## src/hw/rtl/bxds_pkg.sv

```systemverilog
package bxds_pkg;

   localparam int MAX_WIDTH  = 4096;
   localparam int MAX_SCALE  = 16;
   localparam int COL_W      = $clog2(MAX_WIDTH);
   localparam int SUM_W      = 16;
   localparam int AREA_W     = 9;
   localparam int Q_DEPTH    = 4;
   localparam int Q_PTR_W    = $clog2(Q_DEPTH);
   localparam int DIV_STEPS  = SUM_W;
   localparam int DIV_CNT_W  = $clog2(DIV_STEPS);

   localparam logic [1:0] REG_SCALE      = 2'd0;
   localparam logic [1:0] REG_SRC_WIDTH  = 2'd1;
   localparam logic [1:0] REG_SRC_HEIGHT = 2'd2;
   localparam logic [1:0] REG_PIX_FMT    = 2'd3;

   localparam logic [1:0] FMT_8BPP  = 2'd0;
   localparam logic [1:0] FMT_24BPP = 2'd1;

   typedef struct packed {
      logic [3:0][7:0]    lanes;
      logic [COL_W-1:0]   col;
      logic               first;
      logic               emit;
      logic               last;
      logic [AREA_W-1:0]  area;
   } entry_type;

   typedef enum logic [2:0] {
      B_IDLE,
      B_READ,
      B_ACC,
      B_DIV,
      B_HOLD
   } back_state_type;

   typedef struct packed {
      logic pop;
      logic mem_rd;
      logic mem_wr;
      logic out_load;
   } back_ctl_type;

endpackage

```

## src/hw/rtl/bxds_front.sv

```systemverilog
module bxds_front (
   input  logic                 clock,
   input  logic                 reset,
   input  logic                 csr_we,
   input  logic [1:0]           csr_addr,
   input  logic [12:0]          csr_wdata,
   input  logic                 req_tvalid,
   output logic                 req_tready,
   input  logic [31:0]          req_tdata,
   input  logic                 q_full,
   output logic                 q_push,
   output bxds_pkg::entry_type  q_entry
);
   import bxds_pkg::*;

   logic [4:0]  scale_ff, scale_in;
   logic [12:0] width_ff, width_in;
   logic [12:0] height_ff, height_in;
   logic [1:0]  fmt_ff, fmt_in;

   logic [12:0] src_col_ff, src_col_in;
   logic [12:0] src_row_ff, src_row_in;
   logic [3:0]  bco_ff, bco_in;
   logic [3:0]  bro_ff, bro_in;
   logic [COL_W-1:0] out_col_ff, out_col_in;
   logic [12:0] col_base_ff, col_base_in;
   logic [12:0] row_base_ff, row_base_in;

   logic [4:0]  s_eff;
   logic [12:0] w_eff, h_eff;
   logic [3:0]  s_m1;
   logic        col_used, row_used, col_last, row_last, bco_end, bro_end, accept;
   logic [14:0] col_end1, col_end2, row_end1, row_end2;
   logic [9:0]  area_full;

   always_comb begin
      s_eff = scale_ff;
      if (scale_ff == 5'd0) s_eff = 5'd1;
      if (scale_ff > 5'(MAX_SCALE)) s_eff = 5'(MAX_SCALE);
      w_eff = width_ff;
      if (width_ff == 13'd0) w_eff = 13'd1;
      if (width_ff > 13'(MAX_WIDTH)) w_eff = 13'(MAX_WIDTH);
      h_eff = (height_ff == 13'd0) ? 13'd1 : height_ff;
      s_m1 = 4'(s_eff - 5'd1);
      area_full = 10'(s_eff) * 10'(s_eff);
   end

   // a block is whole when its start plus s stays inside the image
   assign col_end1 = {2'b0, col_base_ff} + 15'(s_eff);
   assign col_end2 = col_end1 + 15'(s_eff);
   assign row_end1 = {2'b0, row_base_ff} + 15'(s_eff);
   assign row_end2 = row_end1 + 15'(s_eff);
   assign col_used = col_end1 <= {2'b0, w_eff};
   assign row_used = row_end1 <= {2'b0, h_eff};
   assign col_last = col_end2 > {2'b0, w_eff};
   assign row_last = row_end2 > {2'b0, h_eff};
   assign bco_end  = bco_ff == s_m1;
   assign bro_end  = bro_ff == s_m1;

   assign req_tready = !q_full;
   assign accept     = req_tvalid && req_tready;
   assign q_push     = accept && col_used && row_used;

   always_comb begin
      q_entry.lanes[0] = req_tdata[7:0];
      q_entry.lanes[1] = (fmt_ff != FMT_8BPP) ? req_tdata[15:8] : 8'd0;
      q_entry.lanes[2] = (fmt_ff != FMT_8BPP) ? req_tdata[23:16] : 8'd0;
      q_entry.lanes[3] = (fmt_ff != FMT_8BPP && fmt_ff != FMT_24BPP) ?
                         req_tdata[31:24] : 8'd0;
      q_entry.col   = out_col_ff;
      q_entry.first = (bco_ff == 4'd0) && (bro_ff == 4'd0);
      q_entry.emit  = bco_end && bro_end;
      q_entry.last  = bco_end && bro_end && col_last && row_last;
      q_entry.area  = area_full[AREA_W-1:0];
   end

   always_comb begin
      scale_in  = scale_ff;
      width_in  = width_ff;
      height_in = height_ff;
      fmt_in    = fmt_ff;
      src_col_in  = src_col_ff;
      src_row_in  = src_row_ff;
      bco_in      = bco_ff;
      bro_in      = bro_ff;
      out_col_in  = out_col_ff;
      col_base_in = col_base_ff;
      row_base_in = row_base_ff;
      if (csr_we) begin
         case (csr_addr)
            REG_SCALE:      scale_in  = csr_wdata[4:0];
            REG_SRC_WIDTH:  width_in  = csr_wdata;
            REG_SRC_HEIGHT: height_in = csr_wdata;
            REG_PIX_FMT:    fmt_in    = csr_wdata[1:0];
            default:        ;
         endcase
         src_col_in  = '0;
         src_row_in  = '0;
         bco_in      = '0;
         bro_in      = '0;
         out_col_in  = '0;
         col_base_in = '0;
         row_base_in = '0;
      end else if (accept) begin
         if (col_used) begin
            bco_in = bco_ff + 4'd1;
            if (bco_end) begin
               bco_in      = '0;
               out_col_in  = out_col_ff + 1'b1;
               col_base_in = col_end1[12:0];
            end
         end
         src_col_in = src_col_ff + 13'd1;
         if ({1'b0, src_col_ff} + 14'd1 >= {1'b0, w_eff}) begin
            src_col_in  = '0;
            bco_in      = '0;
            out_col_in  = '0;
            col_base_in = '0;
            if (row_used) begin
               bro_in = bro_ff + 4'd1;
               if (bro_end) begin
                  bro_in      = '0;
                  row_base_in = row_end1[12:0];
               end
            end
            src_row_in = src_row_ff + 13'd1;
            if ({1'b0, src_row_ff} + 14'd1 >= {1'b0, h_eff}) begin
               src_row_in  = '0;
               bro_in      = '0;
               row_base_in = '0;
            end
         end
      end
   end

   always_ff @(posedge clock) begin
      if (reset) begin
         scale_ff    <= 5'd1;
         width_ff    <= 13'd1;
         height_ff   <= 13'd1;
         fmt_ff      <= FMT_8BPP;
         src_col_ff  <= '0;
         src_row_ff  <= '0;
         bco_ff      <= '0;
         bro_ff      <= '0;
         out_col_ff  <= '0;
         col_base_ff <= '0;
         row_base_ff <= '0;
      end else begin
         scale_ff    <= scale_in;
         width_ff    <= width_in;
         height_ff   <= height_in;
         fmt_ff      <= fmt_in;
         src_col_ff  <= src_col_in;
         src_row_ff  <= src_row_in;
         bco_ff      <= bco_in;
         bro_ff      <= bro_in;
         out_col_ff  <= out_col_in;
         col_base_ff <= col_base_in;
         row_base_ff <= row_base_in;
      end
   end

endmodule

```

## config.mk

```make
export PLATFORM = sky130hd
export DESIGN_NAME = bxds_front
export DESIGN_NICKNAME = d
export VERILOG_FILES = /design/src/hw/rtl/bxds_pkg.sv /design/src/hw/rtl/bxds_front.sv
export SDC_FILE = /design/constraint.sdc
export NUM_CORES = 1
export LEC_CHECK = 0
export BUFFER_PORTS_ARGS = -buffer_cell sky130_fd_sc_hd__clkbuf_2
export CAP_MARGIN = 20
export CORE_UTILIZATION = 66
export CTS_BUF_LIST = sky130_fd_sc_hd__clkbuf_8
export DETAILED_ROUTE_END_ITERATION = 7
export PLACE_DENSITY = 0.89
export SYNTH_ARGS = -nofsm -noshare
export SYNTH_HDL_FRONTEND = slang
export SYNTH_SLANG_ARGS = --single-unit
```

## constraint.sdc

```tcl
create_clock -name clock -period 7.2 [get_ports clock]
set_input_delay 0 -clock clock [delete_from_list [all_inputs] [get_ports clock]]
set_output_delay 0 -clock clock [all_outputs]
set_load 0.01 [all_outputs]
```

==> results.md <==
- Run status: complete, no violations
- Antenna-violating nets left: 0
- Die area: 13,400 sq um
- Die width: approximately 120 microns
- Synth warn: 0
- Critical path arrival: approximately 5.8 ns
- Fmax: around 170 MHz
- Reg clk slew, reported paths: 0.10 ns
- CP endpoint kind: output port
- # nets final: 1,315
- Worst Reg2Reg Path Length in Cells: 18
- Leak: around 4.1 nW
- Largest net degree at the start of global routing: 36
- Synthesized area: roughly 8500 sq um
- Residual DRC: 0
- Synth cell types: 64
- Total power: 1.25 mW
- Clock latency on the worst-skew pair: 0.39 ns
- Highest metal used: met4
- Initial core utilization: 67.5%
- Final GP Congestion: 0.958
- Async SR Flop Fraction: 0%
- Area grow syn2layout: 9.80%
- First-pass detailed-route iteration total: 5
- I/O Buffers: 92
- Worst vdd ir: a little over 0.0001 V
- Setup TNS: 0 ns
- Vias in the first global route: 7,635
- Root buffer cell: clkbuf_8
- Clock skew: slightly below 0.01 ns
- Grt ovf: 0
- Multi-input logic area: between 6000 and 7000 sq um
- Number of synthesized register bits: 105
- WL per Instance: between 15 and 20 microns
- Max Cap Violations: 0
- Top Ports: 110
- Required time of the worst setup path: 7.20 ns
- Synth area leaders: dfxtp_1 25%, ha_1 17%, a21oi_1 5.9%, xnor2_1 5.6%, nand2_1 4.9%
- Post-cts sizing count: 0
- CTS Buffer Depth: 2
- Power Dens Cells: 133 nW/um^2
- Most frequent cells in the layout: 119 x ha_1, 112 x nand2_1, 105 x dfxtp_1
- Storage cell area: 2100 sq um
- Final hold vios: 0
- Sequential area share after synthesis: 24.7%
- H-tree levels: 3
- Clk sink count: 105
- CTS tree: built
- Diodes inserted: 0
- Core Util, Final: 74.1%
- Worst Max-Slew Pin Slew: approximately 1.1 ns
- Fraction of layout cells with a size suffix above 1: 10.8%
- Syn_area_per_cell: 8.08 sq um
- Synth Instances: approximately 1,100
- Rel. slew slack: ~28%
- M1 WL: 8970 microns
- Min cycle time layout: 5.78 ns
- Routed vias: 8,068
- Final worst-path cycle share: 80.3%
- Max-slew violation count: 0
- Crit-path max FO: 12
- Fillers: 986
- EDFF count, synth: 0
- # Post-CTS Setup Buffers: 0
- Yosys top cell by area: dfxtp_1
- Chip height: 116 microns
- Routed WL: 21,600 microns
- Metal2 WL: 10,500 microns
- CP Launch Type: register
- Critical setup path kind: reg2out
- Tot GR Track Use: 33.3%
- RSZ-0062 raised after global routing: false
- Commonest non-fill, non-tap cell in the layout: ha_1
- Main flop type after synthesis: dfxtp_1
- Initial antenna violation count: 0
- Core Area: around 13,000 sq um
- HP Class: in2out
- Vias/cell: 6.14
- Min-Delay Path Depth: 0
- Hpwl dp: 16,600 microns
- Synth top area share: 24.7%
- Hold Buf Count CTS: 13
- Total CTS buffers: 9
- First-pass GRT wire length: 35,300 microns
- Routed wl met3: 1420 microns
- Final setup fails: 0
- Fin Hold WS: 0.00000444 ns
- Row count: slightly above 40
- Starting DRT DRC Count: 539
critical path, cell delays in order (launching register included):
cell	delay [ns]
dfxtp_1	0.47
o21bai_2	0.37
inv_1	0.22
ha_1	0.23
inv_1	0.06
fa_1	0.41
nor2b_1	0.17
o31a_1	0.23
a21oi_1	0.10
ha_1	0.37
nand2_1	0.06
o21ai_0	0.35
and4_1	0.35
nand4_1	0.12
xnor2_1	0.15
ha_1	0.21
nor4_1	0.27
a22oi_1	0.12
o21a_1	0.20
a311oi_1	0.62
a211oi_1	0.13
clkbuf_2	0.18
worst paths after layout:
kind                            slack (ns)                     endpoint                      start
worst max-delay path                  1.42                   q_entry[9]   scale_ff[4]$_SDFFE_PP0P_
worst min-delay path              0.000004                  q_entry[25]               req_tdata[1]
worst max register to register        1.77  col_base_ff[5]$_SDFFE_PP0P_   scale_ff[4]$_SDFFE_PP0P_
worst min register to register        0.48    height_ff[1]$_SDFFE_PP0P_  height_ff[1]$_SDFFE_PP0P_
registers in the layout, indices dropped and copies added (netlist names):
name         flops
bro_ff           4
scale_ff         5
height_ff       13
bco_ff           4
src_row_ff      13
col_base_ff     13
fmt_ff           2
width_ff        13
src_col_ff      13
row_base_ff     13
out_col_ff      12
cell type report:
cell class                 count  area share, %
multi-input combinational    858           64.4
sequential                   105           22.5
timing repair buffer         108           6.55
tap                          172           2.30
inverter                      55           2.21
clock buffer                   9           1.32
clock inverter                 7          0.696
per-layer routing:
layer  vias to the layer above  GRT usage [%]
li1                       3941              -
met1                      3777           39.8
met2                       295           57.9
met3                        55           6.69
met4                         0           14.5
met5                         -              0
report_power, final:
group	switching (mW)	internal, mW	leakage, nW
combinational	0.173	0.106	3.20
clock	0.211	0.158	0.0992
sequential	0.00879	0.588	0.848
cells by family after synthesis:
| logic type | count (synthesis) | share of synthesized area, % |
|---|---|---|
| DFF | 105 | 24.7 |
| other | 1 | 0.0440 |
| xor gates and xnor gates | 82 | 8.43 |
| adders and majority gates | 126 | 19.1 |
| AOI/OAI and AO/OA | 257 | 18.9 |
| buffers and inverters | 94 | 4.70 |
| and+or+nand+nor | 381 | 23.2 |
| muxes | 8 | 0.940 |
metrics by stage:
step,instances,setup WS [ns],area [sq um]
detailed placement,1285,1.84,9030
global route,1314,1.06,9350
finish,1314,1.42,9350
global placement,1285,2.08,9030
CTS,1314,1.57,9350
floorplan,1057,2.55,8530
synth_stat cells (16+ instances only):
cell and instances:
a21oi_1 100, a22o_1 20, and3_1 18, clkbuf_1 24
dfxtp_1 105, ha_1 119, inv_1 55, nand2_1 112
nand3_1 36, nand4_1 21, nor2_1 61, nor2b_1 32
nor3_1 16, o21ai_0 49, xnor2_1 54, xor2_1 28
Note: power is estimated with default switching activity, not from simulation.
