[config.mk]
export PLATFORM = sky130hd
export DESIGN_NAME = bxds_queue
export DESIGN_NICKNAME = d
export VERILOG_FILES = /design/src/hw/rtl/bxds_pkg.sv /design/src/hw/rtl/bxds_queue.sv
export SDC_FILE = /design/constraint.sdc
export NUM_CORES = 1
export LEC_CHECK = 0
export BUFFER_PORTS_ARGS = -buffer_cell sky130_fd_sc_hd__buf_4
export CORE_MARGIN = 3
export CORE_UTILIZATION = 40
export CTS_CLUSTER_DIAMETER = 30
export DETAILED_ROUTE_END_ITERATION = 8
export GPL_TIMING_DRIVEN = 0
export PLACE_DENSITY_LB_ADDON = 0.2
export SLEW_MARGIN = 30
export SYNTH_ARGS = -nofsm -noshare
export SYNTH_HDL_FRONTEND = slang
export SYNTH_SLANG_ARGS = --single-unit
[constraint.sdc]
create_clock -name clock -period 4.7 [get_ports clock]
set_clock_uncertainty 0.05 [all_clocks]
set_input_delay 0.705 -clock clock [delete_from_list [all_inputs] [get_ports clock]]
set_output_delay 0.705 -clock clock [all_outputs]
set_load 0.01 [all_outputs]
[src/hw/rtl/bxds_pkg.sv]
package bxds_pkg;

   localparam int MAX_WIDTH  = 4096;
   localparam int MAX_SCALE  = 16;
   localparam int COL_W      = $clog2(MAX_WIDTH);
   localparam int SUM_W      = 16;
   localparam int AREA_W     = 9;
   localparam int Q_DEPTH    = 4;
   localparam int Q_PTR_W    = $clog2(Q_DEPTH);
   localparam int DIV_STEPS  = SUM_W;
   localparam int DIV_CNT_W  = $clog2(DIV_STEPS);

   localparam logic [1:0] REG_SCALE      = 2'd0;
   localparam logic [1:0] REG_SRC_WIDTH  = 2'd1;
   localparam logic [1:0] REG_SRC_HEIGHT = 2'd2;
   localparam logic [1:0] REG_PIX_FMT    = 2'd3;

   localparam logic [1:0] FMT_8BPP  = 2'd0;
   localparam logic [1:0] FMT_24BPP = 2'd1;

   typedef struct packed {
      logic [3:0][7:0]    lanes;
      logic [COL_W-1:0]   col;
      logic               first;
      logic               emit;
      logic               last;
      logic [AREA_W-1:0]  area;
   } entry_type;

   typedef enum logic [2:0] {
      B_IDLE,
      B_READ,
      B_ACC,
      B_DIV,
      B_HOLD
   } back_state_type;

   typedef struct packed {
      logic pop;
      logic mem_rd;
      logic mem_wr;
      logic out_load;
   } back_ctl_type;

endpackage

[src/hw/rtl/bxds_queue.sv]
module bxds_queue (
   input  logic                 clock,
   input  logic                 reset,
   input  logic                 push,
   input  bxds_pkg::entry_type  push_entry,
   output logic                 full,
   input  logic                 pop,
   output logic                 nonempty,
   output bxds_pkg::entry_type  head
);
   import bxds_pkg::*;

   entry_type          slot_ff [Q_DEPTH];
   logic [Q_PTR_W-1:0] wr_ptr_ff, wr_ptr_in, rd_ptr_ff, rd_ptr_in;
   logic [Q_PTR_W:0]   count_ff, count_in;

   assign full     = count_ff == (Q_PTR_W+1)'(Q_DEPTH);
   assign nonempty = count_ff != '0;
   assign head     = slot_ff[rd_ptr_ff];

   always_comb begin
      wr_ptr_in = push ? wr_ptr_ff + 1'b1 : wr_ptr_ff;
      rd_ptr_in = pop ? rd_ptr_ff + 1'b1 : rd_ptr_ff;
      count_in  = count_ff + (Q_PTR_W+1)'(push) - (Q_PTR_W+1)'(pop);
   end

   always_ff @(posedge clock) begin
      if (push) slot_ff[wr_ptr_ff] <= push_entry;
   end

   always_ff @(posedge clock) begin
      if (reset) begin
         wr_ptr_ff <= '0;
         rd_ptr_ff <= '0;
         count_ff  <= '0;
      end else begin
         wr_ptr_ff <= wr_ptr_in;
         rd_ptr_ff <= rd_ptr_in;
         count_ff  <= count_in;
      end
   end

   a_no_overflow: assert property (@(posedge clock) disable iff (reset) push |-> !full)
      else $error("item pushed into full queue");
   a_no_underflow: assert property (@(posedge clock) disable iff (reset) pop |-> nonempty)
      else $error("item popped from empty queue");
   a_count_bound: assert property (@(posedge clock) disable iff (reset)
      count_ff <= (Q_PTR_W+1)'(Q_DEPTH))
      else $error("queue count out of range");

endmodule

==> results of run 1 <==
## metal layers
layer | global-route usage [%] | vias to the layer above
li1 | - | 1765
met1 | 17.0 | 2056
met2 | 23.0 | 131
met3 | 4.37 | 34
met4 | 5.01 | 0
met5 | 0 | -
## worst min-delay path by stage
stage	end	cells past startpoint
6_report	slot_ff[3][18]$_DFFE_PP_	1
5_1_grt	slot_ff[2][33]$_DFFE_PP_	1
3_3_place_gp	rd_ptr_ff[1]$_SDFFE_PP0P_	2
2_1_floorplan	flop	2
4_1_cts	slot_ff[0][18]$_DFFE_PP_	1
3_5_place_dp	flop	2
## worst max-delay path, stage by stage (launching register included)
cell     delay [ps]
dfxtp_1         320
buf_2           290
buf_2           340
mux4_2          380
buf_4           170
## through the flow
stage                     std cells  hold WS, ps  util, %  power (µW)  cell area, µm²
after floorplan                 334          442        -        2740            8560
after global placement          721          465     47.4        2980            9770
after CTS                       805          320     55.2        6160           11400
after detailed placement        725          504     47.8        3000            9860
final                           805          341     55.2        6080           11400
after global routing            805          317     55.2        6310           11400
## layout make-up
type / instances / area share, %
Buffer: 12 / 1.12
Clock buffer: 47 / 9.96
Clock inverter: 33 / 3.41
Inverter: 6 / 0.198
Multi-Input combinational cell: 83 / 13.3
Sequential cell: 233 / 60.7
Tap cell: 270 / 2.97
Timing Repair Buffer: 121 / 8.42
## kinds of logic (layout without fill, tap and decap cells)
family | count (synthesis) | after routing | synth area share (%)
AO/OA/AOI/OAI | 2 | 2 | 0.175
AND/OR/NAND/NOR | 14 | 14 | 0.892
multiplexers | 57 | 57 | 14.9
adder cells (fa/ha/maj) | 7 | 7 | 1.11
flip-flops | 233 | 233 | 80.7
buffers and inverters | 18 | 219 | 1.75
XOR/XNOR | 3 | 3 | 0.483
## registers in the layout (all words and copies together) (netlist names), named ones only
| signal | cells |
|---|---|
| count_ff | 3 |
| rd_ptr_ff | 2 |
| slot_ff | 224 |
| wr_ptr_ff | 2 |
## placed cells by master (no fill, tap or decap), drive strengths merged
cell type / netlist / routed
edfxtp: 224 / 224
buf: 11 / 132
mux4: 56 / 56
clkbuf: 1 / 48
clkinv: 0 / 13
clkinvlp: 0 / 10
dfxtp: 9 / 9
inv: 6 / 9
bufinv: 0 / 7
ha: 6 / 6
nor2: 5 / 5
and2: 4 / 4
nor2b: 2 / 2
xnor2: 2 / 2
or3: 1 / 1
and3: 1 / 1
a21bo: 1 / 1
nand3b: 1 / 1
a21oi: 1 / 1
mux2i: 1 / 1
xor3: 1 / 1
fa: 1 / 1
## power groups by stage
stage	Combinational [µW]	Clock, µW	Sequential [µW]
4_1_cts	545	3200	2420
5_1_grt	574	3320	2420
2_1_floorplan	287	0	2450
3_5_place_dp	540	0	2460
6_report	529	3130	2420
3_3_place_gp	519	0	2460
==> summary.txt, run 1 <==
Pwr
  – Sequential power share: 39.8%
  – Leak: 0.00396 µW
  – Pwr Density: 534 nW/µm²
  – Switching share of power: 20.9%
  – Combinational Power Share: 8.7%
  – P_sw: 1270 µW
  – Peak supply drop: 0.325 mV
  – Clock share of power: 51.5%
  – Int Pwr: 4810 µW

Clock tree
  – CTS tree: yes
  – Post-CTS Setup Bufs: 0
  – Reg clk slew, reported paths: 50 ps
  – Clock Path Buffers: 3
  – Post_cts resized: 0
  – Post-CTS Hold Fix Bufs: 0
  – Clock Latency Late Sink: 510 ps
  – Root Driver: clkbuf_16
  – Htree depth: 2
  – Cts bufs inserted: 44
  – Num Clock Sinks: 233

Synth
  – Most common cell in the netlist: edfxtp_1
  – Syn_nets: 401
  – Biggest area consumer among synthesized cells: edfxtp_1
  – Commonest cells in the netlist: edfxtp_1, mux4_2, dfxtp_1
  – Post-synthesis sequential area ratio: 80.7%
  – Synth Register Bits: 233
  – Mean Syn Cell Area: 25.6 µm²
  – Synth top area cells: edfxtp_1, mux4_2, dfxtp_1
  – Post-Synthesis Cells: 334
  – Synthesized cell area: 8560 µm²
  – Post-synth EDFFs: 224
  – Ys async rst share: 0%
  – Synth top area share: 78.6%
  – Top_reg_cell synth: edfxtp_1
  – Distinct cells, synth: 22
  – Synth warn: 0

Layout
  – Area of the multi-input gates: 1510 µm²
  – Fraction of layout cells with a size suffix above 1: 50.1%
  – Final nets: 568
  – FILL cells: 1554
  – # diodes: 0
  – Sequential cell area: 6910 µm²
  – P&R area growth vs syn: 33.1%

Routing
  – Pre-Repair DR Iteration Count: 4
  – WL final: 15800 µm
  – Detailed Route Iter0 Violations: 181
  – WL met3: 992 µm
  – WL/cell: 19.6 µm
  – Metal-1 WL: 6380 µm
  – Via count: 3986
  – Antenna viol nets, final: 0
  – DR DRC count: 0
  – Max Used Layer: met4
  – Met2 wire len: 8040 µm
  – Via density: 4.95

STA
  – RSZ-0062 raised after global routing: no
  – Final Hold Fails: 0
  – Max_slew headroom: 60.6%
  – Total negative setup slack: 0 ps
  – Fin crit share: 58.8%
  – Final setup margin: 1940 ps
  – Setup Viol. Count Final: 0
  – Slew Limit Fails: 0
  – Worst Max-Slew Pin Slew: 592 ps
  – Crit path time final: 2760 ps
  – Max Freq: 362 MHz

GRT
  – Initial antenna violation count: 0
  – First-pass GRT wire length: 24900 µm
  – Grt ovf: 0
  – Largest net degree at the start of global routing: 33
  – Vias in the first global route: 4508
  – GRT Total Usage: 13.8%

Critical path
  – Critical Path Sink Type: output pin
  – CP Launch Type: flop
  – R2R depth: 7
  – Worst setup endpoint: head[48]
  – CP Class: reg -> out
  – CP Max Fanout: 10
  – R2R setup slack: 2830 ps
  – Critical Path RT: 3940 ps
  – Reg2Reg Launch Point: count_ff[0]$_SDFF_PP0_
  – R2r endpoint: count_ff[2]$_SDFF_PP0_
  – CP Data Arrival Time: 2010 ps

Placed design
  – Input/output buffers: 117
  – DP HPWL: 9400 µm
  – RePlAce Congestion: 0.695
  – DP Worst Slack: 2390 ps

Floorplanning
  – Row cnt: 52
  – Core outline area: 20600 µm²
  – Chip width: 152 µm
  – DIE HEIGHT: 152 µm
  – Initial core utilization: 41.5%
  – I/O pin cnt: 118
  – DIE AREA: 23200 µm²

Worst hold path
  – Hold_sp: push_entry[18]
  – Hold Crit Class: in -> reg

Run status
  – Status: completed

Flow run
  – Max_cap viols: 0
Note: power is estimated with default switching activity, not from simulation.
==> inputs of run 2 (changes only) <==
--- a/config.mk
+++ b/config.mk
@@ -5,6 +5,7 @@
 export SDC_FILE = /design/constraint.sdc
 export NUM_CORES = 1
 export LEC_CHECK = 0
+export ABC_AREA = 1
 export BUFFER_PORTS_ARGS = -buffer_cell sky130_fd_sc_hd__buf_4
 export CORE_MARGIN = 3
 export CORE_UTILIZATION = 40
==> constraint.sdc (replaced) <==
create_clock -name clock -period 2.3 [get_ports clock]
set_clock_uncertainty 0.05 [all_clocks]
set_input_delay 0.345 -clock clock [delete_from_list [all_inputs] [get_ports clock]]
set_output_delay 0.345 -clock clock [all_outputs]
set_load 0.01 [all_outputs]
==> summary.txt, run 2 <==
Pwr
  – Leak: 0.00521 µW (was 0.00396 µW)
  – Pwr Density: 959 nW/µm² (was 534 nW/µm²)
  – Peak supply drop: 0.573 mV (was 0.325 mV)

Placed design
  – DP Cell Count: 1150 (was 725)
  – RePlAce Congestion: 0.699 (was 0.695)
  – DP Worst Slack: 554 ps (was 2390 ps)
  – Placed instance area: 11000 µm² (was 9860 µm²)
  – DP HPWL: 12500 µm (was 9400 µm)
  – Input/output buffers: 117 (unchanged)

STA
  – Setup Viol. Count Final: 0 (unchanged)
  – Crit path time final: 2160 ps
  – Worst Max-Slew Pin Slew: 477 ps (was 592 ps)
  – RSZ-0062 raised after global routing: yes (was no)
  – Max_slew headroom: 68.2% (was 60.6%)
  – Fin crit share: 93.9%
  – Slew Limit Fails: 0 (unchanged)
  – Max Freq: 463 MHz
  – Final Hold Fails: 0 (unchanged)
  – Final setup margin: 140 ps (was 1940 ps)
  – Total negative setup slack: 0 ps (unchanged)

Floorplanning
  – DIE AREA: 25900 µm² (was 23200 µm²)
  – Core outline area: 23500 µm² (was 20600 µm²)
  – Chip width: 161 µm (was 152 µm)
  – DIE HEIGHT: 161 µm (was 152 µm)
  – Initial core utilization: 40.9% (was 41.5%)
  – I/O pin cnt: 118 (unchanged)
  – Row cnt: 56 (was 52)

Routing
  – WL/cell: 16.2 µm (was 19.6 µm)
  – WL met3: 1090 µm (was 992 µm)
  – Via count: 5956 (was 3986)
  – WL final: 20900 µm (was 15800 µm)
  – Pre-Repair DR Iteration Count: 4 (unchanged)
  – Metal-1 WL: 9200 µm (was 6380 µm)
  – Detailed Route Iter0 Violations: 313 (was 181)
  – Max Used Layer: met4 (unchanged)
  – Met2 wire len: 10300 µm (was 8040 µm)
  – Via density: 4.61 (was 4.95)
  – DR DRC count: 0 (unchanged)
  – Antenna viol nets, final: 0 (unchanged)

Layout
  – Largest registers: slot_ff x224, count_ff x3 (unchanged)
  – P&R area growth vs syn: 36.2% (was 33.1%)
  – Fraction of layout cells with a size suffix above 1: 29.2% (was 50.1%)
  – Final std cells w/o fill: 1292 (was 805)
  – Final core occ: 55.6% (was 55.2%)
  – Most common cell after layout, fill and taps aside: edfxtp_1 (unchanged)
  – # diodes: 0 (unchanged)
  – Most frequent cells in the layout: edfxtp_1, inv_1, buf_4 (was edfxtp_1, buf_4, mux4_2)
  – Final Cell Area: 13100 µm² (was 11400 µm²)
  – Top reg by flops: slot_ff (unchanged)
  – Final nets: 1004 (was 568)
  – Max reg flops: 224 (unchanged)

Synth
  – Synth top area share: 69.9% (was 78.6%)
  – Most common cell in the netlist: edfxtp_1 (unchanged)
  – Synth Register Bits: 233 (unchanged)
  – Synthesized cell area: 9620 µm² (was 8560 µm²)
  – Adder-cell share of the synthesized area: 0.989% (was 1.11%)
  – Distinct cells, synth: 19 (was 22)
  – Mean Syn Cell Area: 13.5 µm² (was 25.6 µm²)
  – Post-synthesis sequential area ratio: 71.8% (was 80.7%)
  – Largest family of logic cells by synthesized area: compound AO/OA/AOI/OAI gates (was multiplexers)
  – Biggest area consumer among synthesized cells: edfxtp_1 (unchanged)
  – Synth warn: 0 (unchanged)
  – Post-Synthesis Cells: 710 (was 334)
  – Syn_nets: 777 (was 401)
  – Post-synth EDFFs: 224 (unchanged)
  – Synth top area cells: edfxtp_1, o211ai_2, inv_1 (was edfxtp_1, mux4_2, dfxtp_1)
  – Simple-Gate Fraction of Synth Area: 4.96% (was 0.892%)
  – Top_reg_cell synth: edfxtp_1 (unchanged)
  – Post-synthesis mux area share: 0% (was 14.9%)
  – Synth Area in XOR/XNOR: 0% (was 0.483%)
  – Ys async rst share: 0% (unchanged)
  – Synth Area in Compound Gates: 13.6% (was 0.175%)
  – Commonest cells in the netlist: edfxtp_1, inv_1, nand2_1 (was edfxtp_1, mux4_2, dfxtp_1)

Clock tree
  – Clock Latency Late Sink: 510 ps (about the same)
  – Reg clk slew, reported paths: 50 ps (about the same)
  – Htree depth: 2 (unchanged)
  – Post-CTS Setup Bufs: 0 (unchanged)
  – Root Driver: clkbuf_16 (unchanged)
  – Num Clock Sinks: 233 (unchanged)
  – CTS tree: yes (unchanged)
  – Clock Path Buffers: 3 (unchanged)
  – Cts bufs inserted: 46 (was 44)

GRT
  – First-pass GRT wire length: 32700 µm (was 24900 µm)
  – Vias in the first global route: 6169 (was 4508)
  – GRT Total Usage: 16.3% (was 13.8%)
  – Grt ovf: 0 (unchanged)
  – Largest net degree at the start of global routing: 42 (was 33)
  – Initial antenna violation count: 0 (unchanged)

Critical path
  – CP Class: reg -> out (unchanged)
  – CP Max Fanout: 10 (unchanged)
  – Critical Path RT: 1900 ps (was 3940 ps)
  – R2R setup slack: 620 ps (was 2830 ps)
  – Worst path max stage delay: 320 ps (was 380 ps)
  – CP Data Arrival Time: 1760 ps (was 2010 ps)
  – CP most frequent cell: buf_6 (was buf_2)
  – CP Launch Type: flop (unchanged)
  – Slowest cell on the critical path: dfxtp_1 (was mux4_2)
  – Cells along the critical path: buf_6, buf_6, buf_2, o21ai_1, nand2_1, buf_4 (was buf_2, buf_2, mux4_2, buf_4)
  – Critical Path Sink Type: output pin (unchanged)
  – Reg2Reg Launch Point: wr_ptr_ff[0]$_SDFFE_PP0P_ (was count_ff[0]$_SDFF_PP0_)

Run status
  – Status: completed (unchanged)

Worst hold path
  – Hold_sp: push (was push_entry[18])
  – Hold Crit Class: in -> reg (unchanged)

Flow run
  – Max_cap viols: 0 (unchanged)
-- run 2: routing by layer --
metal	global-route usage, %	up-vias
met3	3.80	31
li1	-	2936
met2	27.4	146
met5	0	-
met4	5.44	0
met1	20.9	2843
-- run 2: area by class of cell --
class,count,area (µm²)
fill,1999,10400
sequential,233,6910
multi-input combinational,311,1880
timing repair buffer,179,1550
clock buffer,59,1260
inverter,129,494
tap,319,399
buffer,37,352
clock inverter,25,255
-- run 2: cells by family (layout without fill, tap and decap cells) --
logic type / Yosys count / after routing
compound gates: 178 / 178
fa+ha+maj: 7 / 7
buf+inv: 166 / 429
flops: 233 / 233
simple gates: 126 / 126
-- run 2: worst paths after layout --
kind	depth (start not counted)	end
worst max register to register	5	slot_ff[2][31]$_DFFE_PP_
worst max-delay path	6	head[50]
worst min-delay path	3	wr_ptr_ff[0]$_SDFFE_PP0P_
worst min register to register	2	rd_ptr_ff[1]$_SDFFE_PP0P_
-- run 2: repair_timing --
item                                    CTS  global route
resized for setup                         1             3
hold endpoints to repair                228             0
endpoints found under the setup margin    1            14
hold buffers                             58             0
-- run 2: critical path, delay by kind of cell (launching register included) --
kind                   cells  cell delay [ps]
AOI/OAI and AO/OA          1              100
buffers and inverters      4              720
DFF                        1              320
and+or+nand+nor            1              100
-- run 2: power by group --
part / switching [µW] / internal, µW / total (µW) / leakage (µW)
Clock: 1980 / 4390 / 6370 / 0.000735
Combinational: 710 / 562 / 1270 / 0.00235
Sequential: 50.6 / 4870 / 4920 / 0.00213
Total: 2740 / 9820 / 12600 / 0.00521
-- run 2: metrics by stage --
stage | power (µW) | hold slack, ps
after detailed placement | 6210 | 410
after CTS | 12700 | 96.0
final | 12600 | 122
after global placement | 6180 | 402
after floorplan | 5620 | 366
after global routing | 13100 | 121
